===== src/rtl/mlfq_pkg.sv =====
// Package for the multilevel feedback queue scheduler.
// Holds sizes, action and status codes, and the lottery level decode.
// No dependencies.
package mlfq_pkg;

  localparam int NumLevels = 6;
  localparam int MaxTasks = 64;
  localparam int TaskW = 6;
  localparam int LevelW = 3;
  localparam int SliceW = 13;
  localparam int CountW = 7;
  localparam int QuantW = 8;
  localparam logic [SliceW-1:0] SliceMax = 13'h1fff;

  localparam logic [1:0] ActEnqueue = 2'd0;
  localparam logic [1:0] ActDequeue = 2'd1;
  localparam logic [1:0] ActPick = 2'd2;
  localparam logic [1:0] ActTick = 2'd3;

  localparam logic [1:0] StOk = 2'd0;
  localparam logic [1:0] StEmpty = 2'd1;
  localparam logic [1:0] StMisuse = 2'd2;

  localparam int TaskMemW = LevelW + SliceW + 1;
  localparam int LinkMemW = 2 * TaskW;

  function automatic logic [LevelW-1:0] draw_level(input logic [5:0] p);
    logic [LevelW-1:0] lv;
    lv = LevelW'(NumLevels - 1);
    if (p < 6'd32) lv = 3'd0;
    else if (p < 6'd48) lv = 3'd1;
    else if (p < 6'd56) lv = 3'd2;
    else if (p < 6'd60) lv = 3'd3;
    else if (p < 6'd62) lv = 3'd4;
    else if (p < 6'd63) lv = 3'd5;
    return lv;
  endfunction

  function automatic logic [SliceW-1:0] quantum(input logic [QuantW-1:0] q,
                                                input logic [LevelW-1:0] lv);
    logic [QuantW+7:0] s;
    s = {8'd0, q} << lv;
    return (s > {3'd0, SliceMax}) ? SliceMax : s[SliceW-1:0];
  endfunction

endpackage


===== src/rtl/mlfq_ram.sv =====
// Generic single-port-write, single-port-read RAM with registered read.
// No dependencies.
module mlfq_ram #(
  parameter int Width = 8,
  parameter int Depth = 64
) (
  input  logic                     clk_i,
  input  logic                     we_i,
  input  logic [$clog2(Depth)-1:0] waddr_i,
  input  logic [Width-1:0]         wdata_i,
  input  logic [$clog2(Depth)-1:0] raddr_i,
  output logic [Width-1:0]         rdata_o
);

  logic [Width-1:0] mem_q [Depth];

  always_ff @(posedge clk_i) begin
    if (we_i) begin
      mem_q[waddr_i] <= wdata_i;
    end
    rdata_o <= mem_q[raddr_i];
  end

endmodule


===== src/rtl/multilevel_feedback_queue_scheduler.sv =====
// Top level of the multilevel feedback queue scheduler.
// Depends on mlfq_pkg and mlfq_ram.
//
// Usage: one input word (action, task id, lottery) produces one output word
// (status, picked task, level, slice, resched, queued total). Both channels
// use valid and stall. The user must write the base quantum register
// (cfg_we_i) only while the block is idle; the block does not enforce it.
// Per-task level, slice and queued flag live in one RAM; the list links in
// a second RAM. Level heads, tails and counts are flip-flops.
// After reset a clearing pass writes zeros over every task RAM entry, one
// entry a cycle; no input word is accepted meanwhile.
// An item goes through a sequencer: read task entry, then for enqueue read
// the tail's links, for dequeue read the neighbors' links one at a time,
// then write back and present the result. Pick, tick and a rejected enqueue
// or dequeue pass SRead, SExec and SDone; enqueue and dequeue also pass
// SLinkA and SLinkB. The result word is registered after SDone. One item is
// in flight at a time; the next is accepted the cycle after the result is
// taken, and a stalled output holds the word and blocks the input.
module multilevel_feedback_queue_scheduler (
  input  logic                          clk_i,
  input  logic                          rst_ni,
  input  logic                          cfg_we_i,
  input  logic [mlfq_pkg::QuantW-1:0]   cfg_wdata_i,
  input  logic                          in_valid_i,
  output logic                          in_stall_o,
  input  logic [1:0]                    action_i,
  input  logic [mlfq_pkg::TaskW-1:0]    task_id_i,
  input  logic [5:0]                    lottery_i,
  output logic                          out_valid_o,
  input  logic                          out_stall_i,
  output logic [1:0]                    status_o,
  output logic [mlfq_pkg::TaskW-1:0]    picked_task_o,
  output logic [mlfq_pkg::LevelW-1:0]   task_level_o,
  output logic [mlfq_pkg::SliceW-1:0]   slice_left_o,
  output logic                          resched_o,
  output logic [mlfq_pkg::CountW-1:0]   queued_total_o
);

  localparam logic [2:0] SClear = 3'd0;
  localparam logic [2:0] SIdle = 3'd1;
  localparam logic [2:0] SRead = 3'd2;
  localparam logic [2:0] SExec = 3'd3;
  localparam logic [2:0] SLinkA = 3'd4;
  localparam logic [2:0] SLinkB = 3'd5;
  localparam logic [2:0] SDone = 3'd6;

  localparam int TW = mlfq_pkg::TaskW;
  localparam int LW = mlfq_pkg::LevelW;
  localparam int SW = mlfq_pkg::SliceW;
  localparam int CW = mlfq_pkg::CountW;

  logic [2:0] state_q, state_d;
  logic [TW-1:0] clr_q, clr_d;
  logic [mlfq_pkg::QuantW-1:0] quant_q;
  logic [1:0] act_q, act_d;
  logic [TW-1:0] tid_q, tid_d;
  logic [5:0] lot_q, lot_d;
  logic [LW-1:0] lv_q, lv_d;
  logic [TW-1:0] nx_q, nx_d, pv_q, pv_d;
  logic [TW-1:0] head_q [mlfq_pkg::NumLevels];
  logic [TW-1:0] tail_q [mlfq_pkg::NumLevels];
  logic [CW-1:0] cnt_q [mlfq_pkg::NumLevels];
  logic [TW-1:0] head_d [mlfq_pkg::NumLevels];
  logic [TW-1:0] tail_d [mlfq_pkg::NumLevels];
  logic [CW-1:0] cnt_d [mlfq_pkg::NumLevels];
  logic [CW-1:0] total_q, total_d;

  logic out_valid_q, out_valid_d;
  logic [1:0] status_q, status_d;
  logic [TW-1:0] picked_q, picked_d;
  logic [LW-1:0] olv_q, olv_d;
  logic [SW-1:0] osl_q, osl_d;
  logic resched_q, resched_d;

  logic t_we;
  logic [TW-1:0] t_waddr, t_raddr;
  logic [mlfq_pkg::TaskMemW-1:0] t_wdata, t_rdata;
  logic l_we;
  logic [TW-1:0] l_waddr, l_raddr;
  logic [mlfq_pkg::LinkMemW-1:0] l_wdata, l_rdata;

  logic in_acc;
  logic [LW-1:0] pick_lv;
  logic pick_found;

  mlfq_ram #(.Width(mlfq_pkg::TaskMemW), .Depth(mlfq_pkg::MaxTasks)) u_task_ram (
    .clk_i, .we_i(t_we), .waddr_i(t_waddr), .wdata_i(t_wdata),
    .raddr_i(t_raddr), .rdata_o(t_rdata)
  );

  mlfq_ram #(.Width(mlfq_pkg::LinkMemW), .Depth(mlfq_pkg::MaxTasks)) u_link_ram (
    .clk_i, .we_i(l_we), .waddr_i(l_waddr), .wdata_i(l_wdata),
    .raddr_i(l_raddr), .rdata_o(l_rdata)
  );

  assign in_stall_o = (state_q != SIdle) || out_valid_q;
  assign in_acc = in_valid_i && !in_stall_o;

  always_comb begin
    logic [LW-1:0] d;
    d = mlfq_pkg::draw_level(lot_q);
    pick_lv = d;
    pick_found = (cnt_q[d] != '0);
    for (int i = mlfq_pkg::NumLevels - 1; i >= 0; i--) begin
      if (!pick_found || pick_lv != d) begin
        if (cnt_q[i] != '0 && !(cnt_q[d] != '0)) begin
          pick_lv = LW'(i);
        end
      end
    end
    if (cnt_q[d] == '0) begin
      pick_found = 1'b0;
      for (int i = 0; i < mlfq_pkg::NumLevels; i++) begin
        if (cnt_q[i] != '0) begin
          pick_found = 1'b1;
        end
      end
    end
  end

  always_comb begin
    logic queued;
    logic [LW-1:0] nlv;
    state_d = state_q;
    clr_d = clr_q;
    act_d = act_q;
    tid_d = tid_q;
    lot_d = lot_q;
    lv_d = lv_q;
    nx_d = nx_q;
    pv_d = pv_q;
    head_d = head_q;
    tail_d = tail_q;
    cnt_d = cnt_q;
    total_d = total_q;
    out_valid_d = out_valid_q && out_stall_i;
    status_d = status_q;
    picked_d = picked_q;
    olv_d = olv_q;
    osl_d = osl_q;
    resched_d = resched_q;
    t_we = 1'b0;
    t_waddr = tid_q;
    t_wdata = '0;
    t_raddr = tid_q;
    l_we = 1'b0;
    l_waddr = tid_q;
    l_wdata = '0;
    l_raddr = tid_q;
    queued = t_rdata[0];
    nlv = '0;

    unique case (state_q)
      SClear: begin
        t_we = 1'b1;
        t_waddr = clr_q;
        clr_d = clr_q + 1'b1;
        if (clr_q == TW'(mlfq_pkg::MaxTasks - 1)) begin
          state_d = SIdle;
        end
      end
      SIdle: begin
        if (in_acc) begin
          act_d = action_i;
          tid_d = task_id_i;
          lot_d = lottery_i;
          state_d = SRead;
        end
      end
      SRead: begin
        // Pick reads the head entry; others read the addressed task.
        if (act_q == mlfq_pkg::ActPick) begin
          t_raddr = head_q[pick_lv];
          tid_d = head_q[pick_lv];
        end
        l_raddr = (act_q == mlfq_pkg::ActPick) ? head_q[pick_lv] : tid_q;
        state_d = SExec;
      end
      SExec: begin
        lv_d = t_rdata[mlfq_pkg::TaskMemW-1 -: LW];
        nx_d = l_rdata[2*TW-1:TW];
        pv_d = l_rdata[TW-1:0];
        status_d = mlfq_pkg::StOk;
        picked_d = '0;
        resched_d = 1'b0;
        olv_d = t_rdata[mlfq_pkg::TaskMemW-1 -: LW];
        osl_d = t_rdata[SW:1];
        state_d = SDone;
        unique case (act_q)
          mlfq_pkg::ActPick: begin
            if (pick_found) begin
              picked_d = tid_q;
            end else begin
              status_d = mlfq_pkg::StEmpty;
              olv_d = '0;
              osl_d = '0;
            end
          end
          mlfq_pkg::ActTick: begin
            if (t_rdata[SW:1] != '0) begin
              osl_d = t_rdata[SW:1] - 1'b1;
            end
            resched_d = (t_rdata[SW:1] <= SW'(1));
            t_we = 1'b1;
            t_wdata = {t_rdata[mlfq_pkg::TaskMemW-1 -: LW],
                       (t_rdata[SW:1] != '0) ? t_rdata[SW:1] - 1'b1 : t_rdata[SW:1],
                       queued};
          end
          mlfq_pkg::ActEnqueue: begin
            if (queued) begin
              status_d = mlfq_pkg::StMisuse;
            end else begin
              nlv = t_rdata[mlfq_pkg::TaskMemW-1 -: LW];
              if (t_rdata[SW:1] == '0 && nlv < LW'(mlfq_pkg::NumLevels - 1)) begin
                nlv = nlv + 1'b1;
              end
              lv_d = nlv;
              olv_d = nlv;
              osl_d = mlfq_pkg::quantum(quant_q, nlv);
              t_we = 1'b1;
              t_wdata = {nlv, mlfq_pkg::quantum(quant_q, nlv), 1'b1};
              l_raddr = tail_q[nlv];
              total_d = total_q + 1'b1;
              state_d = SLinkA;
            end
          end
          default: begin
            if (!queued) begin
              status_d = mlfq_pkg::StMisuse;
            end else begin
              t_we = 1'b1;
              t_wdata = {t_rdata[mlfq_pkg::TaskMemW-1 -: LW], t_rdata[SW:1], 1'b0};
              l_raddr = l_rdata[TW-1:0];
              total_d = total_q - 1'b1;
              state_d = SLinkA;
            end
          end
        endcase
      end
      SLinkA: begin
        if (act_q == mlfq_pkg::ActEnqueue) begin
          if (cnt_q[lv_q] == '0) begin
            head_d[lv_q] = tid_q;
          end else begin
            l_we = 1'b1;
            l_waddr = tail_q[lv_q];
            l_wdata = {tid_q, l_rdata[TW-1:0]};
            // The new task's prev link is written next cycle.
          end
          state_d = SLinkB;
        end else begin
          if (head_q[lv_q] == tid_q) begin
            head_d[lv_q] = nx_q;
          end else begin
            l_we = 1'b1;
            l_waddr = pv_q;
            l_wdata = {nx_q, l_rdata[TW-1:0]};
          end
          l_raddr = nx_q;
          state_d = SLinkB;
        end
      end
      SLinkB: begin
        if (act_q == mlfq_pkg::ActEnqueue) begin
          if (cnt_q[lv_q] != '0) begin
            l_we = 1'b1;
            l_waddr = tid_q;
            l_wdata = {nx_q, tail_q[lv_q]};
          end
          tail_d[lv_q] = tid_q;
          cnt_d[lv_q] = cnt_q[lv_q] + 1'b1;
        end else begin
          if (tail_q[lv_q] == tid_q) begin
            tail_d[lv_q] = pv_q;
          end else begin
            l_we = 1'b1;
            l_waddr = nx_q;
            // Forward the next-link written last cycle when nx equals pv.
            l_wdata = {((nx_q == pv_q) && (head_q[lv_q] != tid_q)) ? nx_q
                       : l_rdata[2*TW-1:TW], pv_q};
          end
          if (cnt_q[lv_q] != '0) begin
            cnt_d[lv_q] = cnt_q[lv_q] - 1'b1;
          end
        end
        state_d = SDone;
      end
      SDone: begin
        out_valid_d = 1'b1;
        state_d = SIdle;
      end
      default: begin
        state_d = SIdle;
      end
    endcase
  end

  always_ff @(posedge clk_i or negedge rst_ni) begin
    if (!rst_ni) begin
      state_q <= SClear;
      clr_q <= '0;
      quant_q <= mlfq_pkg::QuantW'(5);
      total_q <= '0;
      out_valid_q <= 1'b0;
      for (int i = 0; i < mlfq_pkg::NumLevels; i++) begin
        cnt_q[i] <= '0;
      end
    end else begin
      state_q <= state_d;
      clr_q <= clr_d;
      total_q <= total_d;
      out_valid_q <= out_valid_d;
      cnt_q <= cnt_d;
      if (cfg_we_i) begin
        quant_q <= cfg_wdata_i;
      end
    end
  end

  always_ff @(posedge clk_i) begin
    act_q <= act_d;
    tid_q <= tid_d;
    lot_q <= lot_d;
    lv_q <= lv_d;
    nx_q <= nx_d;
    pv_q <= pv_d;
    head_q <= head_d;
    tail_q <= tail_d;
    status_q <= status_d;
    picked_q <= picked_d;
    olv_q <= olv_d;
    osl_q <= osl_d;
    resched_q <= resched_d;
  end

  assign out_valid_o = out_valid_q;
  assign status_o = status_q;
  assign picked_task_o = picked_q;
  assign task_level_o = olv_q;
  assign slice_left_o = osl_q;
  assign resched_o = resched_q;
  assign queued_total_o = total_q;

  a_no_accept_busy: assert property (@(posedge clk_i) disable iff (!rst_ni)
    (state_q != SIdle) |-> !in_acc) else $error("input accepted while busy");
  a_total_bound: assert property (@(posedge clk_i) disable iff (!rst_ni)
    total_q <= CW'(mlfq_pkg::MaxTasks)) else $error("queued total overflow");
  a_out_hold: assert property (@(posedge clk_i) disable iff (!rst_ni)
    (out_valid_q && out_stall_i) |=> out_valid_q) else $error("result dropped");
  a_done_valid: assert property (@(posedge clk_i) disable iff (!rst_ni)
    (state_q == SDone) |=> out_valid_q) else $error("result not shown");

endmodule


===== config.mk =====
export PLATFORM = sky130hd
export DESIGN_NAME = multilevel_feedback_queue_scheduler
export DESIGN_NICKNAME = d
export VERILOG_FILES = /design/src/rtl/mlfq_pkg.sv /design/src/rtl/mlfq_ram.sv /design/src/rtl/multilevel_feedback_queue_scheduler.sv
export SDC_FILE = /design/constraint.sdc
export NUM_CORES = 2
export LEC_CHECK = 0
export BUFFER_PORTS_ARGS = -buffer_cell sky130_fd_sc_hd__buf_2
export CAP_MARGIN = 20
export CORE_ASPECT_RATIO = 1.1
export CORE_UTILIZATION = 57
export DETAILED_ROUTE_END_ITERATION = 7
export GPL_TIMING_DRIVEN = 0
export PLACE_DENSITY = 0.76
export SYNTH_ARGS = -nofsm -noshare
export SYNTH_HDL_FRONTEND = slang
export SYNTH_SLANG_ARGS = --single-unit

===== constraint.sdc =====
create_clock -name clk_i -period 6.08 [get_ports clk_i]
set_input_delay 0.608 -clock clk_i [delete_from_list [all_inputs] [get_ports clk_i]]
set_output_delay 0.608 -clock clk_i [all_outputs]
set_load 0.01 [all_outputs]

==> results.txt <==
The power per cell area is 504.6 nW/µm², and the number of global-route vias before repair is 54780. Of the post-synthesis cell area, the dominant cell type holds 68.58%. The level count of the clock H-tree was 4; the clock-pin slew on the worst setup and hold paths was 0.06 ns.

Sorting the synthesized cells by how often they occur yields sky130_fd_sc_hd__edfxtp_1, sky130_fd_sc_hd__nand2_1, sky130_fd_sc_hd__a211oi_1. The number of buffers inserted during clock tree synthesis came out at 195. Timing would allow up to 164.7 MHz.

The first detailed-routing pass ran for 8 iterations. After synthesis, the cell types taking the most area are sky130_fd_sc_hd__edfxtp_1, sky130_fd_sc_hd__mux4_2, sky130_fd_sc_hd__mux2i_1. The run finished with clean final reports. Counting flops with a built-in enable in the synthesized netlist gives 1981. At the end of routability-driven placement, the weighted congestion stood at 1.018. The combined area of all synthesized cells came out at 86740 µm². Data on the critical path is required at its endpoint by 6.72 ns.

For the total number of yosys warnings, the log shows 0. In this run the worst hold path is classified as in2reg. For the final routed DRC violation total, the log shows 0.

The total die area is 153700 µm². Traced cell by cell, the critical path runs through or4_4 > or4b_4 > a221o_2 > a311o_2 > and3_1 > a2111oi_4 > buf_4 > o31a_4 > buf_12 > buf_12 > buf_6 > mux4_2 > nand3_1 > nand4_1 > nor4_4 > nand3_2. For this run, asynchronously set or reset flops after synthesis account for 3.226%. The critical path ends at u_task_ram.rdata_o[9]$_DFF_P_.

The tools report the violation count after the first detailed-route iteration as 7949. Among the stages of the critical path, the cell type that occurs most often is sky130_fd_sc_hd__buf_12. The total placed cells including tap cells is 7859.

The worst setup path is captured at a flip-flop. The chip width was 373.9 µm. The most critical setup path has its startpoint at cnt_q[20]$_DFFE_PN0P_. For the detailed-route via count, the log shows 56180. The measured slew at the worst slew-check pin is 1.205 ns, and the final standard cell count with taps included and fillers excluded is 8255. Counting the fill cells in the layout gives 9823.

For the area of the core, the log shows 150400 µm². The area growth from synthesis to layout is 15.65%. The worst vdd rail ir drop is 0.4365 mV, and the number of nets in the layout is 6178. The mean routed wirelength per cell is 30.44 µm. In this run the worst path has a maximum fanout of 10. For this design the top-level I/O count stands at 61. The data arrival time of the critical path came out at 6.71 ns. In this run the clock root is driven by a sky130_fd_sc_hd__clkbuf_16. In this run the critical register-to-register path is launched from cnt_q[20]$_DFFE_PN0P_.

The run gives 33.65 nW as the leakage power. Count of input and output buffers: 58. The gate count after technology mapping is 5724, and the final setup violation count is 0. The cell type of the slowest stage on the worst timing path was sky130_fd_sc_hd__nor4_4.

For this run, the slowest stage of the critical path takes 0.81 ns. Wires add up to 251300 µm. The number of cells on the worst reg-to-reg path is 16. 0 antenna diodes ended up in the layout. For this configuration, the core starts out at a cell density of 57.65%. The completed layout was analyzed and its total power is 50.62 mW.

TritonCTS built the clock tree. Endpoint of the most critical register-to-register path: u_task_ram.rdata_o[9]$_DFF_P_. The worst-case register-to-register setup slack came out at 0.009 ns. Setup repair after global routing could not meet its margin everywhere. For this design, the sink count on the clock tree is 2077. In this run the mean area of a mapped cell was 15.15 µm². The flop and latch count out of synthesis was 2077. Once detail routing completed, the nets flagged for antenna violations numbered 0. In this run the core area contains 149 standard-cell rows.

The combined global-route utilization of all metal layers is 32.17%. No sink is reached through more buffers than the 3 on the longest clock path. The most used flip-flop cell after synthesis is sky130_fd_sc_hd__edfxtp_1. The first global-routing pass estimated 361200 µm of wire.

The post-route netlist has 18.85% of its cells at a drive strength greater than 1. The initial antenna violation count was 2. After legalization and detailed placement, the total HPWL measured 170800 µm. For the worst-skew pair, the clock arrives at the later sink with an insertion delay of 0.85 ns. Summing the sequential cell areas from Yosys gives 71.19% of the chip area.

The tool flagged a number of max-cap violations equal to 0. The largest total area in the synthesized netlist belongs to sky130_fd_sc_hd__edfxtp_1. The worst setup path is launched from a flip-flop.

Clock skew on the completed layout was measured at 0.06480 ns. The share of the clock period used by the worst path is 99.85%, and the pin count of the biggest net entering global routing is 68. The total congestion overflow after global routing is 0, and the relative max-transition margin is 19.06%. The logs give 0 for the final count of hold timing violations and 5766 for the post-synthesis net count. The critical path is of the reg2reg type.

Synthesis instantiated 87 different standard cells from the library. The final critical-path required period came out at 6.071 ns. Using the TritonRoute via totals, the vias-per-cell ratio works out to 6.806.

The tools report the number of pins exceeding their max-slew limit in the final report as 0. Most used standard cell by instance count after synthesis: sky130_fd_sc_hd__edfxtp_1. The die span in y came out at 411.1 µm.
[state kept, by name, summed over array words and instances (netlist names), 2 cells and up]
register / cells
u_task_ram.rdata_o: 17
tail_q: 36
task_level_o: 3
head_q: 36
u_link_ram.rdata_o: 12
u_task_ram.mem_q: 1088
state_q: 3
lv_q: 3
act_q: 2
tid_q: 6
quant_q: 8
cnt_q: 42
slice_left_o: 13
status_o: 2
u_link_ram.mem_q: 768
nx_q: 6
lot_q: 5
queued_total_o: 7
picked_task_o: 6
clr_q: 6
pv_q: 6
[metal layers]
metal | GRT usage [%] | vias to the layer above | wire length (µm)
met5 | 0 | - | 27
met4 | 19.48 | 4 | 17840
met3 | 6.649 | 862 | 25370
met2 | 52.64 | 3732 | 120800
met1 | 39.63 | 28030 | 87230
li1 | - | 23560 | -
[final cells by class]
cell class / instances / area (µm²) / area share, %
plain buffers: 388 / 1904 / 1.898
clock buffers: 237 / 5121 / 5.105
clock inverters: 116 / 1170 / 1.166
inverters: 75 / 281.5 / 0.2806
multi-input cells: 3175 / 24930 / 24.85
flip-flops and latches: 2077 / 61750 / 61.55
well taps: 1963 / 2456 / 2.448
repair buffers: 224 / 2704 / 2.695
[report_power, final]
part,total (mW),switching [mW],internal [mW]
Combinational,20.8,14.2,6.56
Sequential,17.7,0.510,17.2
Clock,12.1,5.39,6.70
Total,50.6,20.1,30.5
[what timing repair did]
item,4_1_cts,5_1_grt
gates resized for setup,306,133
setup buffers,14,29
endpoints found under the setup margin,1299,719
hold endpoints to repair,70,0
gates cloned,0,1
pin swaps,17,19
hold buffers,6,0
[how the worst min path moves through the flow]
stage,cells after the start,to,startpoint
6_report,2,quant_q[6]$_DFFE_PN0P_,cfg_wdata_i[6]
3_3_place_gp,1,queued_total_o[6]$_DFFE_PN0P_,queued_total_o[6]$_DFFE_PN0P_
4_1_cts,2,quant_q[5]$_DFFE_PN0P_,cfg_wdata_i[5]
2_1_floorplan,0,clr_q[0]$_DFFE_PN0P_,rst_ni
3_5_place_dp,1,queued_total_o[6]$_DFFE_PN0P_,queued_total_o[6]$_DFFE_PN0P_
5_1_grt,2,quant_q[6]$_DFFE_PN0P_,cfg_wdata_i[6]
[critical path, delay by kind of cell, from the launching register on]
| family | cells | cell delay, ns |
|---|---|---|
| multiplexers | 1 | 0.54 |
| AND/OR/NAND/NOR | 7 | 2.78 |
| AO/OA/AOI/OAI | 4 | 1.45 |
| flip-flops | 1 | 0.40 |
| buffers and inverters | 4 | 0.73 |
[cell usage in the layout, fill, tap and decap left out, drive strengths merged, types with 18 or more instances in the layout]
master | synthesis | routed
buf | 128 | 339
o2111ai | 24 | 24
o21ai | 74 | 74
mux2 | 89 | 89
nor2b | 148 | 148
o22ai | 28 | 28
mux2i | 293 | 293
nor3 | 35 | 35
and2 | 21 | 21
clkinv | 1 | 88
nand4 | 30 | 30
mux4 | 144 | 144
xnor2 | 30 | 30
o221ai | 42 | 42
nor4 | 61 | 61
inv | 74 | 80
dfxtp | 29 | 29
nand3 | 322 | 322
a22o | 19 | 19
a31oi | 18 | 18
a22oi | 45 | 45
and3 | 43 | 43
a221oi | 34 | 34
a211oi | 330 | 330
a2111oi | 29 | 29
nor2 | 282 | 282
a32o | 73 | 73
o211ai | 20 | 20
clkbuf | 269 | 504
o311ai | 50 | 50
a21oi | 97 | 97
edfxtp | 1981 | 1981
a32oi | 48 | 48
nand2 | 541 | 541
dfrtp | 65 | 65
[stage by stage]
step	hold slack [ns]	instance area [µm²]	utilization [%]	worst slack [ns]	setup TNS [ns]
3_5_place_dp	0.4563	91820	61.03	-1.835	-1323.65
5_1_grt	0.02604	100300	66.68	-0.08533	-0.8309
6_report	0.03252	100300	66.68	0.008889	0
3_3_place_gp	0.4504	89490	59.48	-4.476	-6568.01
4_1_cts	0.001536	99540	66.16	0.003552	0
2_1_floorplan	0.3124	86750	-	0.4679	0
[cell families (layout without fill, tap and decap cells)]
group           count (synthesis)  after routing  share of synthesized area [%]
compound gates               1030           1030                          9.118
xor+xnor                       45             45                         0.4544
fa+ha+maj                      15             15                         0.2250
buf+inv                       472           1040                          2.262
flops                        2077           2077                          71.19
mux                           526            526                          8.284
simple gates                 1559           1559                          8.472
No activity file was read; power rests on OpenSTA's default activity.
